<file path="src/sv/owbm_pkg.sv">
// ----------------------------------------------------------------------------
// owbm_pkg
// Shared types and constants for the one-wire bus master: word formats,
// command codes, sequencer phases and timing register map.
// ----------------------------------------------------------------------------
`default_nettype none

package owbm_pkg;

  localparam int TIMER_WIDTH_DEF = 10;
  localparam int CFG_WIDTH       = 10;
  localparam int NUM_REGS        = 8;
  localparam int REG_IDX_WIDTH   = 3;

  // timing register indexes
  localparam logic [REG_IDX_WIDTH-1:0] REG_RESET_LOW     = 3'd0;
  localparam logic [REG_IDX_WIDTH-1:0] REG_PRESENCE_WAIT = 3'd1;
  localparam logic [REG_IDX_WIDTH-1:0] REG_RESET_REC     = 3'd2;
  localparam logic [REG_IDX_WIDTH-1:0] REG_READ_LOW      = 3'd3;
  localparam logic [REG_IDX_WIDTH-1:0] REG_READ_REC      = 3'd4;
  localparam logic [REG_IDX_WIDTH-1:0] REG_WRITE_LOW     = 3'd5;
  localparam logic [REG_IDX_WIDTH-1:0] REG_WRITE_HOLD    = 3'd6;
  localparam logic [REG_IDX_WIDTH-1:0] REG_WRITE_REC     = 3'd7;

  localparam logic [CFG_WIDTH-1:0] CFG_RESET_VAL [NUM_REGS] = '{
    10'd48, 10'd10, 10'd10, 10'd1, 10'd15, 10'd2, 10'd10, 10'd5
  };

  typedef enum logic [2:0] {
    OP_TICK  = 3'd0,
    OP_RESET = 3'd1,
    OP_WBIT  = 3'd2,
    OP_RBIT  = 3'd3,
    OP_WBYTE = 3'd4,
    OP_RBYTE = 3'd5
  } op_t;

  typedef enum logic [3:0] {
    PH_IDLE      = 4'd0,
    PH_RST_LOW   = 4'd1,
    PH_RST_WAIT  = 4'd2,
    PH_RST_REC   = 4'd3,
    PH_RD_LOW    = 4'd4,
    PH_RD_SAMPLE = 4'd5,
    PH_RD_REC    = 4'd6,
    PH_WR_LOW    = 4'd7,
    PH_WR_HOLD   = 4'd8,
    PH_WR_REC    = 4'd9
  } phase_t;

  typedef struct packed {
    logic [2:0] operation;
    logic [7:0] command_data;
    logic       line_sample;
  } in_word_t;

  typedef struct packed {
    logic       line_drive_enable;
    logic       line_drive_level;
    logic       busy_res;
    logic       done_res;
    logic [7:0] read_data;
    logic       presence_level;
    logic       rejected;
  } out_word_t;

endpackage

`default_nettype wire

</file>
<file path="src/sv/owbm_cfg.sv">
// ----------------------------------------------------------------------------
// owbm_cfg
// Timing register file. Holds the eight microsecond counts and presents
// each one clamped to the slot timer range.
// ----------------------------------------------------------------------------
`default_nettype none

module owbm_cfg #(
  parameter int TIMER_WIDTH = owbm_pkg::TIMER_WIDTH_DEF
) (
  input  wire logic                               clk,
  input  wire logic                               rst_n,
  input  wire logic                               cfg_wr_en,
  input  wire logic [owbm_pkg::REG_IDX_WIDTH-1:0] cfg_index,
  input  wire logic [owbm_pkg::CFG_WIDTH-1:0]     cfg_wdata,
  output logic      [TIMER_WIDTH-1:0]             tm_load [owbm_pkg::NUM_REGS]
);

  localparam int CW = owbm_pkg::CFG_WIDTH;
  localparam int LW = (TIMER_WIDTH > CW) ? TIMER_WIDTH : CW;
  localparam logic [LW-1:0] TMR_MAX = LW'({TIMER_WIDTH{1'b1}});

  logic [CW-1:0] regs_r [owbm_pkg::NUM_REGS];

  always_ff @(posedge clk) begin
    if (!rst_n) begin
      for (int i = 0; i < owbm_pkg::NUM_REGS; i++) begin
        regs_r[i] <= owbm_pkg::CFG_RESET_VAL[i];
      end
    end else if (cfg_wr_en) begin
      regs_r[cfg_index] <= cfg_wdata;
    end
  end

  for (genvar g = 0; g < owbm_pkg::NUM_REGS; g++) begin : g_sat
    logic [LW-1:0] val_x;
    assign val_x      = LW'(regs_r[g]);
    assign tm_load[g] = (val_x > TMR_MAX) ? {TIMER_WIDTH{1'b1}} : TIMER_WIDTH'(val_x);
  end

endmodule

`default_nettype wire

</file>
<file path="src/sv/owbm_seq.sv">
// ----------------------------------------------------------------------------
// owbm_seq
// Bus sequencer. Holds the phase, slot timer, bit counter, shift byte and
// line drive state; updates them once per word and forms the result word.
// ----------------------------------------------------------------------------
`default_nettype none

module owbm_seq #(
  parameter int TIMER_WIDTH = owbm_pkg::TIMER_WIDTH_DEF
) (
  input  wire logic                   clk,
  input  wire logic                   rst_n,
  input  wire logic                   step_en,
  input  wire owbm_pkg::in_word_t     item,
  input  wire logic [TIMER_WIDTH-1:0] tm_load [owbm_pkg::NUM_REGS],
  output owbm_pkg::out_word_t         res_nxt
);

  localparam int TW = TIMER_WIDTH;

  owbm_pkg::phase_t phase_r, phase_nxt;
  logic [TW-1:0]    tmr_r, tmr_nxt;
  logic [2:0]       bit_r, bit_nxt;
  logic [7:0]       shift_r, shift_nxt;
  logic [2:0]       kind_r, kind_nxt;
  logic [7:0]       rd_res_r, rd_res_nxt;
  logic             pres_r, pres_nxt;
  logic             de_r, de_nxt;
  logic             dl_r, dl_nxt;

  logic       busy, is_cmd, start, rej, step, expired, more_bits, rd_short, done;
  logic [7:0] shift_smp;
  logic [TW-1:0] rd_rec;

  assign busy     = (phase_r != owbm_pkg::PH_IDLE);
  assign is_cmd   = (item.operation >= owbm_pkg::OP_RESET) &&
                    (item.operation <= owbm_pkg::OP_RBYTE);
  assign start    = is_cmd && !busy;
  assign rej      = is_cmd && busy;
  assign step     = (item.operation == owbm_pkg::OP_TICK) && busy;
  assign expired  = (tmr_r <= TW'(1));
  assign more_bits = ((kind_r == owbm_pkg::OP_WBYTE) || (kind_r == owbm_pkg::OP_RBYTE)) &&
                     (bit_r != 3'd7);
  assign rd_rec   = tm_load[owbm_pkg::REG_READ_REC];
  assign rd_short = (rd_rec <= TW'(1));
  assign shift_smp = shift_r | (8'(item.line_sample) << bit_r);

  // next phase
  always_comb begin
    phase_nxt = phase_r;
    if (start) begin
      case (item.operation)
        owbm_pkg::OP_RESET: phase_nxt = owbm_pkg::PH_RST_LOW;
        owbm_pkg::OP_WBIT,
        owbm_pkg::OP_WBYTE: phase_nxt = owbm_pkg::PH_WR_LOW;
        default:            phase_nxt = owbm_pkg::PH_RD_LOW;
      endcase
    end else if (step) begin
      case (phase_r)
        owbm_pkg::PH_RST_LOW:   if (expired) phase_nxt = owbm_pkg::PH_RST_WAIT;
        owbm_pkg::PH_RST_WAIT:  if (expired) phase_nxt = owbm_pkg::PH_RST_REC;
        owbm_pkg::PH_RST_REC:   if (expired) phase_nxt = owbm_pkg::PH_IDLE;
        owbm_pkg::PH_RD_LOW:    if (expired) phase_nxt = owbm_pkg::PH_RD_SAMPLE;
        owbm_pkg::PH_RD_SAMPLE: begin
          if (!rd_short)      phase_nxt = owbm_pkg::PH_RD_REC;
          else if (more_bits) phase_nxt = owbm_pkg::PH_RD_LOW;
          else                phase_nxt = owbm_pkg::PH_IDLE;
        end
        owbm_pkg::PH_RD_REC: begin
          if (expired) phase_nxt = more_bits ? owbm_pkg::PH_RD_LOW : owbm_pkg::PH_IDLE;
        end
        owbm_pkg::PH_WR_LOW:    if (expired) phase_nxt = owbm_pkg::PH_WR_HOLD;
        owbm_pkg::PH_WR_HOLD:   if (expired) phase_nxt = owbm_pkg::PH_WR_REC;
        owbm_pkg::PH_WR_REC: begin
          if (expired) phase_nxt = more_bits ? owbm_pkg::PH_WR_LOW : owbm_pkg::PH_IDLE;
        end
        default: phase_nxt = owbm_pkg::PH_IDLE;
      endcase
    end
  end

  // datapath and flags
  always_comb begin
    tmr_nxt    = tmr_r;
    bit_nxt    = bit_r;
    shift_nxt  = shift_r;
    kind_nxt   = kind_r;
    rd_res_nxt = rd_res_r;
    pres_nxt   = pres_r;
    de_nxt     = de_r;
    dl_nxt     = dl_r;
    done       = 1'b0;
    if (start) begin
      kind_nxt = item.operation;
      bit_nxt  = 3'd0;
      de_nxt   = 1'b1;
      dl_nxt   = 1'b0;
      case (item.operation)
        owbm_pkg::OP_RESET: tmr_nxt = tm_load[owbm_pkg::REG_RESET_LOW];
        owbm_pkg::OP_WBIT: begin
          shift_nxt = {7'd0, item.command_data[0]};
          tmr_nxt   = tm_load[owbm_pkg::REG_WRITE_LOW];
        end
        owbm_pkg::OP_WBYTE: begin
          shift_nxt = item.command_data;
          tmr_nxt   = tm_load[owbm_pkg::REG_WRITE_LOW];
        end
        default: begin
          shift_nxt = 8'd0;
          tmr_nxt   = tm_load[owbm_pkg::REG_READ_LOW];
        end
      endcase
    end else if (step) begin
      if (!expired) tmr_nxt = tmr_r - TW'(1);
      case (phase_r)
        owbm_pkg::PH_RST_LOW: begin
          if (expired) begin
            de_nxt  = 1'b0;
            dl_nxt  = 1'b1;
            tmr_nxt = tm_load[owbm_pkg::REG_PRESENCE_WAIT];
          end
        end
        owbm_pkg::PH_RST_WAIT: begin
          if (expired) begin
            pres_nxt = item.line_sample;
            tmr_nxt  = tm_load[owbm_pkg::REG_RESET_REC];
          end
        end
        owbm_pkg::PH_RST_REC: done = expired;
        owbm_pkg::PH_RD_LOW: begin
          if (expired) begin
            de_nxt = 1'b0;
            dl_nxt = 1'b1;
          end
        end
        owbm_pkg::PH_RD_SAMPLE: begin
          shift_nxt = shift_smp;
          if (!rd_short) begin
            tmr_nxt = rd_rec - TW'(1);
          end else if (more_bits) begin
            bit_nxt = bit_r + 3'd1;
            de_nxt  = 1'b1;
            dl_nxt  = 1'b0;
            tmr_nxt = tm_load[owbm_pkg::REG_READ_LOW];
          end else begin
            rd_res_nxt = shift_smp;
            done       = 1'b1;
          end
        end
        owbm_pkg::PH_RD_REC: begin
          if (expired) begin
            if (more_bits) begin
              bit_nxt = bit_r + 3'd1;
              de_nxt  = 1'b1;
              dl_nxt  = 1'b0;
              tmr_nxt = tm_load[owbm_pkg::REG_READ_LOW];
            end else begin
              rd_res_nxt = shift_r;
              done       = 1'b1;
            end
          end
        end
        owbm_pkg::PH_WR_LOW: begin
          if (expired) begin
            dl_nxt  = shift_r[0];
            tmr_nxt = tm_load[owbm_pkg::REG_WRITE_HOLD];
          end
        end
        owbm_pkg::PH_WR_HOLD: begin
          if (expired) begin
            dl_nxt  = 1'b1;
            tmr_nxt = tm_load[owbm_pkg::REG_WRITE_REC];
          end
        end
        owbm_pkg::PH_WR_REC: begin
          if (expired) begin
            if (more_bits) begin
              bit_nxt   = bit_r + 3'd1;
              shift_nxt = shift_r >> 1;
              de_nxt    = 1'b1;
              dl_nxt    = 1'b0;
              tmr_nxt   = tm_load[owbm_pkg::REG_WRITE_LOW];
            end else begin
              done = 1'b1;
            end
          end
        end
        default: ;
      endcase
    end
  end

  always_comb begin
    res_nxt.line_drive_enable = de_nxt;
    res_nxt.line_drive_level  = dl_nxt;
    res_nxt.busy_res          = (phase_nxt != owbm_pkg::PH_IDLE);
    res_nxt.done_res          = done;
    res_nxt.read_data         = rd_res_nxt;
    res_nxt.presence_level    = pres_nxt;
    res_nxt.rejected          = rej;
  end

  always_ff @(posedge clk) begin
    if (!rst_n) begin
      phase_r  <= owbm_pkg::PH_IDLE;
      tmr_r    <= '0;
      bit_r    <= '0;
      shift_r  <= '0;
      kind_r   <= '0;
      rd_res_r <= '0;
      pres_r   <= 1'b1;
      de_r     <= 1'b1;
      dl_r     <= 1'b1;
    end else if (step_en) begin
      phase_r  <= phase_nxt;
      tmr_r    <= tmr_nxt;
      bit_r    <= bit_nxt;
      shift_r  <= shift_nxt;
      kind_r   <= kind_nxt;
      rd_res_r <= rd_res_nxt;
      pres_r   <= pres_nxt;
      de_r     <= de_nxt;
      dl_r     <= dl_nxt;
    end
  end

endmodule

`default_nettype wire

</file>
<file path="src/sv/one_wire_bus_master_unit.sv">
// ----------------------------------------------------------------------------
// one_wire_bus_master_unit
// One-wire bus master driven by command and microsecond tick words.
//
// Input words carry either a command (reset/presence, write bit, read bit,
// write byte, read byte) or a tick that advances time by one microsecond
// and brings the sampled line level. Every input word yields exactly one
// result word: line drive enable and level, busy, done, last read data,
// presence level, and a rejected flag for a command that came while busy.
// Timing counts come from eight registers on the cfg_ port; write them only
// while no words are in flight.
//
// An accepted word passes through the input register, then the result
// register, before its result is valid; one word per cycle is sustained
// while out_stall is low. The sequencer state updates in the same cycle
// that moves a word from the input register into the result register.
// A stalled result holds in the output register; the input register keeps
// taking a word as long as its content can move on, so in_stall rises only
// when both stages are full. Synchronous reset empties both stages, sets
// the timing registers to their defaults and leaves the line driven high.
// ----------------------------------------------------------------------------
`default_nettype none

module one_wire_bus_master_unit #(
  parameter int TIMER_WIDTH = owbm_pkg::TIMER_WIDTH_DEF
) (
  input  wire logic                               clk,
  input  wire logic                               rst_n,
  input  wire logic                               in_valid,
  output logic                                    in_stall,
  input  wire owbm_pkg::in_word_t                 in_data,
  output logic                                    out_valid,
  input  wire logic                               out_stall,
  output owbm_pkg::out_word_t                     out_data,
  input  wire logic                               cfg_wr_en,
  input  wire logic [owbm_pkg::REG_IDX_WIDTH-1:0] cfg_index,
  input  wire logic [owbm_pkg::CFG_WIDTH-1:0]     cfg_wdata
);

  logic                in_vld_r;
  owbm_pkg::in_word_t  in_word_r;
  logic                out_vld_r;
  owbm_pkg::out_word_t out_word_r;
  owbm_pkg::out_word_t res_nxt;
  logic                advance;
  logic                in_take;
  logic [TIMER_WIDTH-1:0] tm_load [owbm_pkg::NUM_REGS];

  assign advance  = in_vld_r && (!out_vld_r || !out_stall);
  assign in_take  = in_valid && !in_stall;
  assign in_stall = in_vld_r && !advance;

  owbm_cfg #(
    .TIMER_WIDTH(TIMER_WIDTH)
  ) u_cfg (
    .clk      (clk),
    .rst_n    (rst_n),
    .cfg_wr_en(cfg_wr_en),
    .cfg_index(cfg_index),
    .cfg_wdata(cfg_wdata),
    .tm_load  (tm_load)
  );

  owbm_seq #(
    .TIMER_WIDTH(TIMER_WIDTH)
  ) u_seq (
    .clk    (clk),
    .rst_n  (rst_n),
    .step_en(advance),
    .item   (in_word_r),
    .tm_load(tm_load),
    .res_nxt(res_nxt)
  );

  always_ff @(posedge clk) begin
    if (!rst_n) begin
      in_vld_r <= 1'b0;
    end else if (in_take) begin
      in_vld_r <= 1'b1;
    end else if (advance) begin
      in_vld_r <= 1'b0;
    end
  end

  always_ff @(posedge clk) begin
    if (in_take) begin
      in_word_r <= in_data;
    end
  end

  always_ff @(posedge clk) begin
    if (!rst_n) begin
      out_vld_r <= 1'b0;
    end else if (advance) begin
      out_vld_r <= 1'b1;
    end else if (!out_stall) begin
      out_vld_r <= 1'b0;
    end
  end

  always_ff @(posedge clk) begin
    if (advance) begin
      out_word_r <= res_nxt;
    end
  end

  assign out_valid = out_vld_r;
  assign out_data  = out_word_r;

endmodule

`default_nettype wire
</file>
<file path="config.mk">
export PLATFORM = sky130hd
export DESIGN_NAME = one_wire_bus_master_unit
export DESIGN_NICKNAME = d
export VERILOG_FILES = /design/src/sv/owbm_pkg.sv /design/src/sv/owbm_cfg.sv /design/src/sv/owbm_seq.sv /design/src/sv/one_wire_bus_master_unit.sv
export SDC_FILE = /design/constraint.sdc
export NUM_CORES = 1
export LEC_CHECK = 0
export BUFFER_PORTS_ARGS = -buffer_cell sky130_fd_sc_hd__buf_4
export CAP_MARGIN = 0
export CELL_PAD_IN_SITES_DETAIL_PLACEMENT = 1
export CELL_PAD_IN_SITES_GLOBAL_PLACEMENT = 1
export CORE_MARGIN = 8
export CORE_UTILIZATION = 27
export DETAILED_ROUTE_END_ITERATION = 10
export PLACE_DENSITY = 0.53
export SETUP_SLACK_MARGIN = 0.2
export SKIP_LAST_GASP = 1
export SLEW_MARGIN = 20
export SYNTH_ARGS = -nofsm -noshare
export SYNTH_HDL_FRONTEND = slang
export SYNTH_SLANG_ARGS = --single-unit
export TNS_END_PERCENT = 1
</file>
<file path="constraint.sdc">
create_clock -name clk -period 3.03 [get_ports clk]
set_input_delay 0.7575 -clock clk [delete_from_list [all_inputs] [get_ports clk]]
set_output_delay 0.7575 -clock clk [all_outputs]
set_load 0.01 [all_outputs]
</file>
Word level (Yosys, flattened, before mapping)
Memory sizes are Yosys's and may differ from the RTL's. Index checks and enable logic that the tools add are counted.

Add/sub/neg operators: 3. Order comparisons: 12. Equal/unequal tests: 21. Shift-type cells: 1. Multiplexer cells: 90. Bitwise logic cells: 2. Reductions and logical operators: 32.

Operator list (number): $mux W10 (21); $gt A10 B10 Y1 const B (8); $mux W8 (10); $pmux W10 S7 (1); $mux W4 (11); $pmux W4 S9 (1); $pmux W8 S2 (2); $mux W1 (29); $mux W3 (8); $pmux W8 S3 (1); $le A10 B1 Y1 const B (2); $pmux W10 S2 (1); $sub A10 B1 Y10 const B (2); $eq A4 B3 Y1 const B (4); $ne A3 B1 Y1 const B (4); $pmux W3 S2 (2); $reduce_or A10 Y1 (1); $eq A3 B3 Y1 const B (3); $eq A4 B2 Y1 const B (2); $eq A4 B4 Y1 const B (2); $logic_and A1 B1 Y1 (8); $or A8 B8 Y8 (1); $reduce_bool A4 Y1 (2); $reduce_or A2 Y1 (4); other kinds (22) (31).

Flip-flop bits (word level): 67. RAM bits: 80. Bits of input ports: 30. Output and inout port bits: 16. Word-level logic and storage cells: 183. Memories kept: 1.

Memory list: u_cfg.regs_r (depth 8, width 10, rd ports 8, clocked after Yosys merged registers in 0, write ports 8, RTL line owbm_cfg.sv:23) `logic [CW-1:0] regs_r [owbm_pkg::NUM_REGS];`.

Logic depth before layout (Yosys ltp)
Depth in word-level cells: 9. Gate-level depth with buffers: 10. Gate-level depth less buffers: 8.

Hierarchy
From an unflattened synthesis, not the netlist that was laid out.

Cells, all modules: 988. Area total of the unflattened synthesis: 8788.4 um^2.

Modules (own cells, without submodules): owbm_seq (times used 1, cells each 663, area each 4568.1 um^2, sequential area each 760.7 um^2); owbm_cfg (times used 1, cells each 291, area each 3355.7 um^2, sequential area each 2402.3 um^2); one_wire_bus_master_unit (times used 1, cells each 34, area each 864.6 um^2, sequential area each 820.8 um^2).

Least setup slack after synthesis
OpenSTA, ideal clock, no wires.

Path type: register to register. Start: reg u_seq.bit_r[0]. End: reg out_word_r, in the netlist out_data[12] (data pin). Setup time: 265 ps. Arrival: 2161 ps. Required time: 2765 ps. Slack: 604 ps. Stages on the path, launching flop included: 10. Path buffers: 2. Period minus slack after synthesis: 2426 ps. Cell sequence: dfxtp_1 > ha_1 > ha_1 > or3b_2 > clkbuf_1 > clkbuf_1 > o21ai_0 > o2111ai_1 > o21ai_0 > a21oi_1.

RTL lines: start, declared (RTL line owbm_seq.sv:23) `logic [2:0] bit_r, bit_nxt;`; start signal, assigned (RTL line owbm_seq.sv:217) `bit_r <= bit_nxt;`; end signal, assigned (RTL line one_wire_bus_master_unit.sv:103) `out_word_r <= res_nxt;`; end, declared (RTL line one_wire_bus_master_unit.sv:43) `owbm_pkg::out_word_t out_word_r;`.

Worst setup path in the final report
Start: reg u_seq.bit_r[0]. End: reg u_seq.shift_r[5].

Word-level cells in the longest chain between the ends: 5. Elaborated cells on any way between the ends: 9. Classes of those cells: 2 x eq/ne; 1 x shift; 3 x mux; 1 x bitwise; 2 x reduce/logical.

Ends and longest elaborated chain: $shl A1 B3 Y8 (RTL line owbm_seq.sv:46) `assign shift_smp = shift_r | (8'(item.line_sample) << bit_r);`; $or A8 B8 Y8 (RTL line owbm_seq.sv:46); $pmux W8 S2 (RTL line owbm_seq.sv:115) `case (phase_r)`; $mux W8 (RTL line owbm_seq.sv:113) `end else if (step) begin`; $mux W8 (RTL line owbm_seq.sv:93) `if (start) begin`; end signal, assigned (RTL line owbm_seq.sv:218) `shift_r <= shift_nxt;`; end, declared (RTL line owbm_seq.sv:24) `logic [7:0] shift_r, shift_nxt;`.

Parallel ways exist; a longest one is shown, timed or not. The select of a mux whose other input is x is not followed. A chain may end at the register's enable or synchronous reset.

==> Flow_metrics.wiki <==
{| class="wikitable"
! Metric !! Value
|-
| Largest stage delay on the critical path || 0.47 ns
|-
| Routed len/inst || 23.4 um
|-
| Kind of path behind the tightest hold check || flop to flop
|-
| Setup repair after global routing missed its margin || true
|-
| Clock latency reported for the late side of the worst-skew pair || 0.44 ns
|-
| Count of hold buffers inserted by post-cts repair || 0
|-
| Post-synth net total || 945
|-
| Req. time, crit path || 3.36 ns
|-
| Vias post-DR || 7587
|-
| Crit end category || flop
|-
| Type of origin of the critical path || flop
|-
| Syn Std Cell Area || 8540 um2
|-
| Reg-to-reg setup timing slack || 0.35 ns
|-
| GRT Resource Usage Total || 17.2%
|-
| Iteration count of the initial detailed-routing pass || 5
|-
| Worst hold path cell count || 1
|-
| R2r worst-path depth || 7
|-
| FMAX || 373 MHz
|-
| Max Clock Skew || 0.00767 ns
|-
| Critical path buffers and inverters || 0
|-
| Final nets || 1010
|-
| Post-detailed-route via-to-cell ratio || 5.47
|-
| H-tree depth || 4
|-
| Die boundary width || 194 um
|-
| Pin count of the biggest net entering global routing || 40
|-
| Core Region || 31400 um2
|-
| Max Slew Vio Count || 0
|-
| Clock-pin slew on the worst setup and hold paths || 0.06 ns
|-
| Worst Max-Slew Pin Slew || 0.863 ns
|-
| Antenna violations before repair || 0
|-
| Hold Vio Cnt, Final || 0
|-
| Max-Slew Margin vs Limit || 42.3%
|-
| Highest net fanout along the worst path || 11
|-
| Fraction of layout instances using a drive strength above 1 || 16.9%
|-
| CTS Buffer Depth || 2
|-
| Flops & latches, synth || 146
|-
| Setup slack after placement || 0.141 ns
|-
| Via count of the first global-routing pass || 8099
|-
| Power per standard cell area || 555 nW/um2
|-
| Library cell appearing most often on the critical path || sky130_fd_sc_hd__ha_1
|-
| Most instantiated flip-flop cell in the synthesis netlist || sky130_fd_sc_hd__edfxtp_1
|-
| RePlAce Congestion || 0.865
|-
| Final WL || 32500 um
|-
| Fraction of the yosys area taken by sequential cells || 46.6%
|-
| Arrival time reported for the critical path endpoint || 3.01 ns
|-
| GRT overflow || 0
|-
| Cell at the root of the clock tree || sky130_fd_sc_hd__clkbuf_16
|-
| Placement row count || 65
|-
| Most common cell after layout, fill and taps aside || sky130_fd_sc_hd__edfxtp_1
|-
| Max-cap violations || 0
|-
| IO Pins || 46
|-
| Post-route setup slack || 0.349 ns
|-
| Number of flops mapped to enable cells by yosys || 106
|-
| Post-layout minimum cycle time || 2.68 ns
|-
| Startpoint-to-endpoint class of the critical path || flop to flop
|-
| Number of buffers added on ports || 45
|-
| Cell family with the largest share of critical-path delay || simple AND/OR/NAND/NOR gates
|-
| Final cell count without fillers || 1388
|-
| Core utilization of the finished layout || 32.5%
|-
| Y dimension of the die || 194 um
|-
| Number of antenna-violating nets in the routed design || 0
|-
| Total of endpoints with negative setup slack in the final report || 0
|-
| Leakage power || 3.54 nW
|-
| Worst VDD drop || 0.000443 V
|-
| Initial core utilization || 27.2%
|-
| Slowest stage cell on the critical path || sky130_fd_sc_hd__or3b_2
|-
| Area of the die || 37600 um2
|-
| TritonCTS clock tree || done
|-
| Synth async-reset ratio || 0%
|-
| Post-synthesis to final-layout area growth || 19.3%
|-
| Wire length of the first global-routing pass || 50000 um
|-
| Remaining design rule violation count || 0
|-
| Commonest cells after routing, fill and taps aside || sky130_fd_sc_hd__edfxtp_1 (106), sky130_fd_sc_hd__buf_4 (103), sky130_fd_sc_hd__nand2_1 (97)
|-
| Final period utilization || 88.5%
|-
| Ordered list of cells on the worst path || ha_1, ha_1, or3b_2, o311ai_2, nand3_1, a221o_1, and3_1
|-
| Ys Warns || 0
|-
| Inserted Clock Buffers || 17
|-
| Accumulated negative setup slack || 0 ns
|-
| Run status || complete, no violations
|-
| Count of placed standard cells including taps || 1357
|-
| N_diodes || 0
|-
| Avg Synthesized Cell Area || 9.40 um2
|-
| Post-synthesis instance total || 909
|-
| Number of sinks on the clock net || 146
|-
| Stages on worst setup path || 7
|-
| Iteration-0 DRC count of the detailed router || 483
|-
| HPWL after detailed placement || 24000 um
|-
| Distinct cell type count after synthesis || 84
|}
## power breakdown
part	switching, mW	internal (mW)
logic	0.745	0.418
registers	0.0894	2.25
clock network	0.926	1.23
total	1.76	3.90
## synth_stat cells (5+ instances only)
master	number	area share, %
sky130_fd_sc_hd__a211oi_1	7	0.62
sky130_fd_sc_hd__a21oi_1	49	2.9
sky130_fd_sc_hd__a221o_1	6	0.70
sky130_fd_sc_hd__a221oi_1	5	0.51
sky130_fd_sc_hd__a22oi_1	13	1.1
sky130_fd_sc_hd__a2bb2oi_1	7	0.72
sky130_fd_sc_hd__a311oi_1	8	0.82
sky130_fd_sc_hd__a31oi_1	23	1.7
sky130_fd_sc_hd__and2_1	67	4.9
sky130_fd_sc_hd__and3_1	15	1.1
sky130_fd_sc_hd__buf_2	16	0.94
sky130_fd_sc_hd__clkbuf_1	39	1.7
sky130_fd_sc_hd__dfxtp_1	40	9.4
sky130_fd_sc_hd__edfxtp_1	106	37
sky130_fd_sc_hd__ha_1	6	0.88
sky130_fd_sc_hd__inv_1	13	0.57
sky130_fd_sc_hd__mux2i_1	8	0.94
sky130_fd_sc_hd__nand2_1	97	4.3
sky130_fd_sc_hd__nand2b_1	20	1.5
sky130_fd_sc_hd__nand3_1	30	1.8
sky130_fd_sc_hd__nand4_1	6	0.44
sky130_fd_sc_hd__nor2_1	52	2.3
sky130_fd_sc_hd__nor2b_1	13	0.95
sky130_fd_sc_hd__nor3_1	21	1.2
sky130_fd_sc_hd__nor4_1	7	0.51
sky130_fd_sc_hd__o211ai_1	7	0.62
sky130_fd_sc_hd__o21ai_0	69	4.0
sky130_fd_sc_hd__o221ai_1	7	0.72
sky130_fd_sc_hd__o22ai_1	10	0.73
sky130_fd_sc_hd__o2bb2ai_1	9	0.92
sky130_fd_sc_hd__o31ai_1	10	0.88
sky130_fd_sc_hd__or3_1	22	1.6
sky130_fd_sc_hd__xnor2_1	5	0.51
sky130_fd_sc_hd__xor2_1	5	0.51
## path summary, 6_finish.rpt
path | to | from
min reg2reg | u_seq.rd_res_r[4] | u_seq.rd_res_r[4]
min | u_seq.rd_res_r[4] | u_seq.rd_res_r[4]
max | u_seq.shift_r[5] | u_seq.bit_r[0]
max reg2reg | u_seq.shift_r[5] | u_seq.bit_r[0]
## stage by stage
step | instance area [um2] | hold slack, ns | power (mW)
5_1_grt | 10200 | 0.478 | 5.88
4_1_cts | 10200 | 0.466 | 5.70
3_3_place_gp | 9600 | 0.444 | 3.53
3_5_place_dp | 9600 | 0.446 | 3.53
6_report | 10200 | 0.461 | 5.66
2_1_floorplan | 8540 | 0.432 | 3.06
## sequential cells by signal, indices dropped and copies added, names as in the netlist, 2 cells and up
| register | cells |
|---|---|
| u_seq.rd_res_r | 8 |
| u_seq.phase_r | 4 |
| u_seq.bit_r | 3 |
| u_cfg.regs_r | 80 |
| in_word_r | 12 |
| out_data | 14 |
| u_seq.tmr_r | 10 |
| u_seq.kind_r | 2 |
| u_seq.shift_r | 8 |
## per-layer routing
| layer | wire, um | global-route usage, % | vias up |
|---|---|---|---|
| li1 | - | - | 3578 |
| met1 | 14800 | 21.9 | 3767 |
| met2 | 15500 | 29.0 | 190 |
| met3 | 1230 | 3.02 | 52 |
| met4 | 947 | 6.28 | 0 |
| met5 | 0 | 0 | - |
## cell families (layout without fill, tap and decap cells)
family	after synthesis	count (layout)	share of synthesized area (%)
multiplexers	12	12	1.46
XOR/XNOR	10	10	1.03
flip-flops	146	146	46.6
AO/OA/AOI/OAI	275	275	21.7
buffers and inverters	73	150	3.53
adder cells (fa/ha/maj)	6	6	0.879
AND/OR/NAND/NOR	387	387	24.8
## repair_timing
item,4_1_cts,5_1_grt
resized for setup,1,3
setup buffers,0,0
endpoints found under the setup margin,5,24
cloned,0,0
## area by class of cell
class | count | area (um2)
well taps | 402 | 503
fillers | 3631 | 21200
clock inverters | 13 | 151
clock buffers | 18 | 429
flip-flops and latches | 146 | 3980
multi-input cells | 690 | 4270
repair buffers | 105 | 805
inverters | 14 | 52.6
Power figures use the tool's default switching activity.
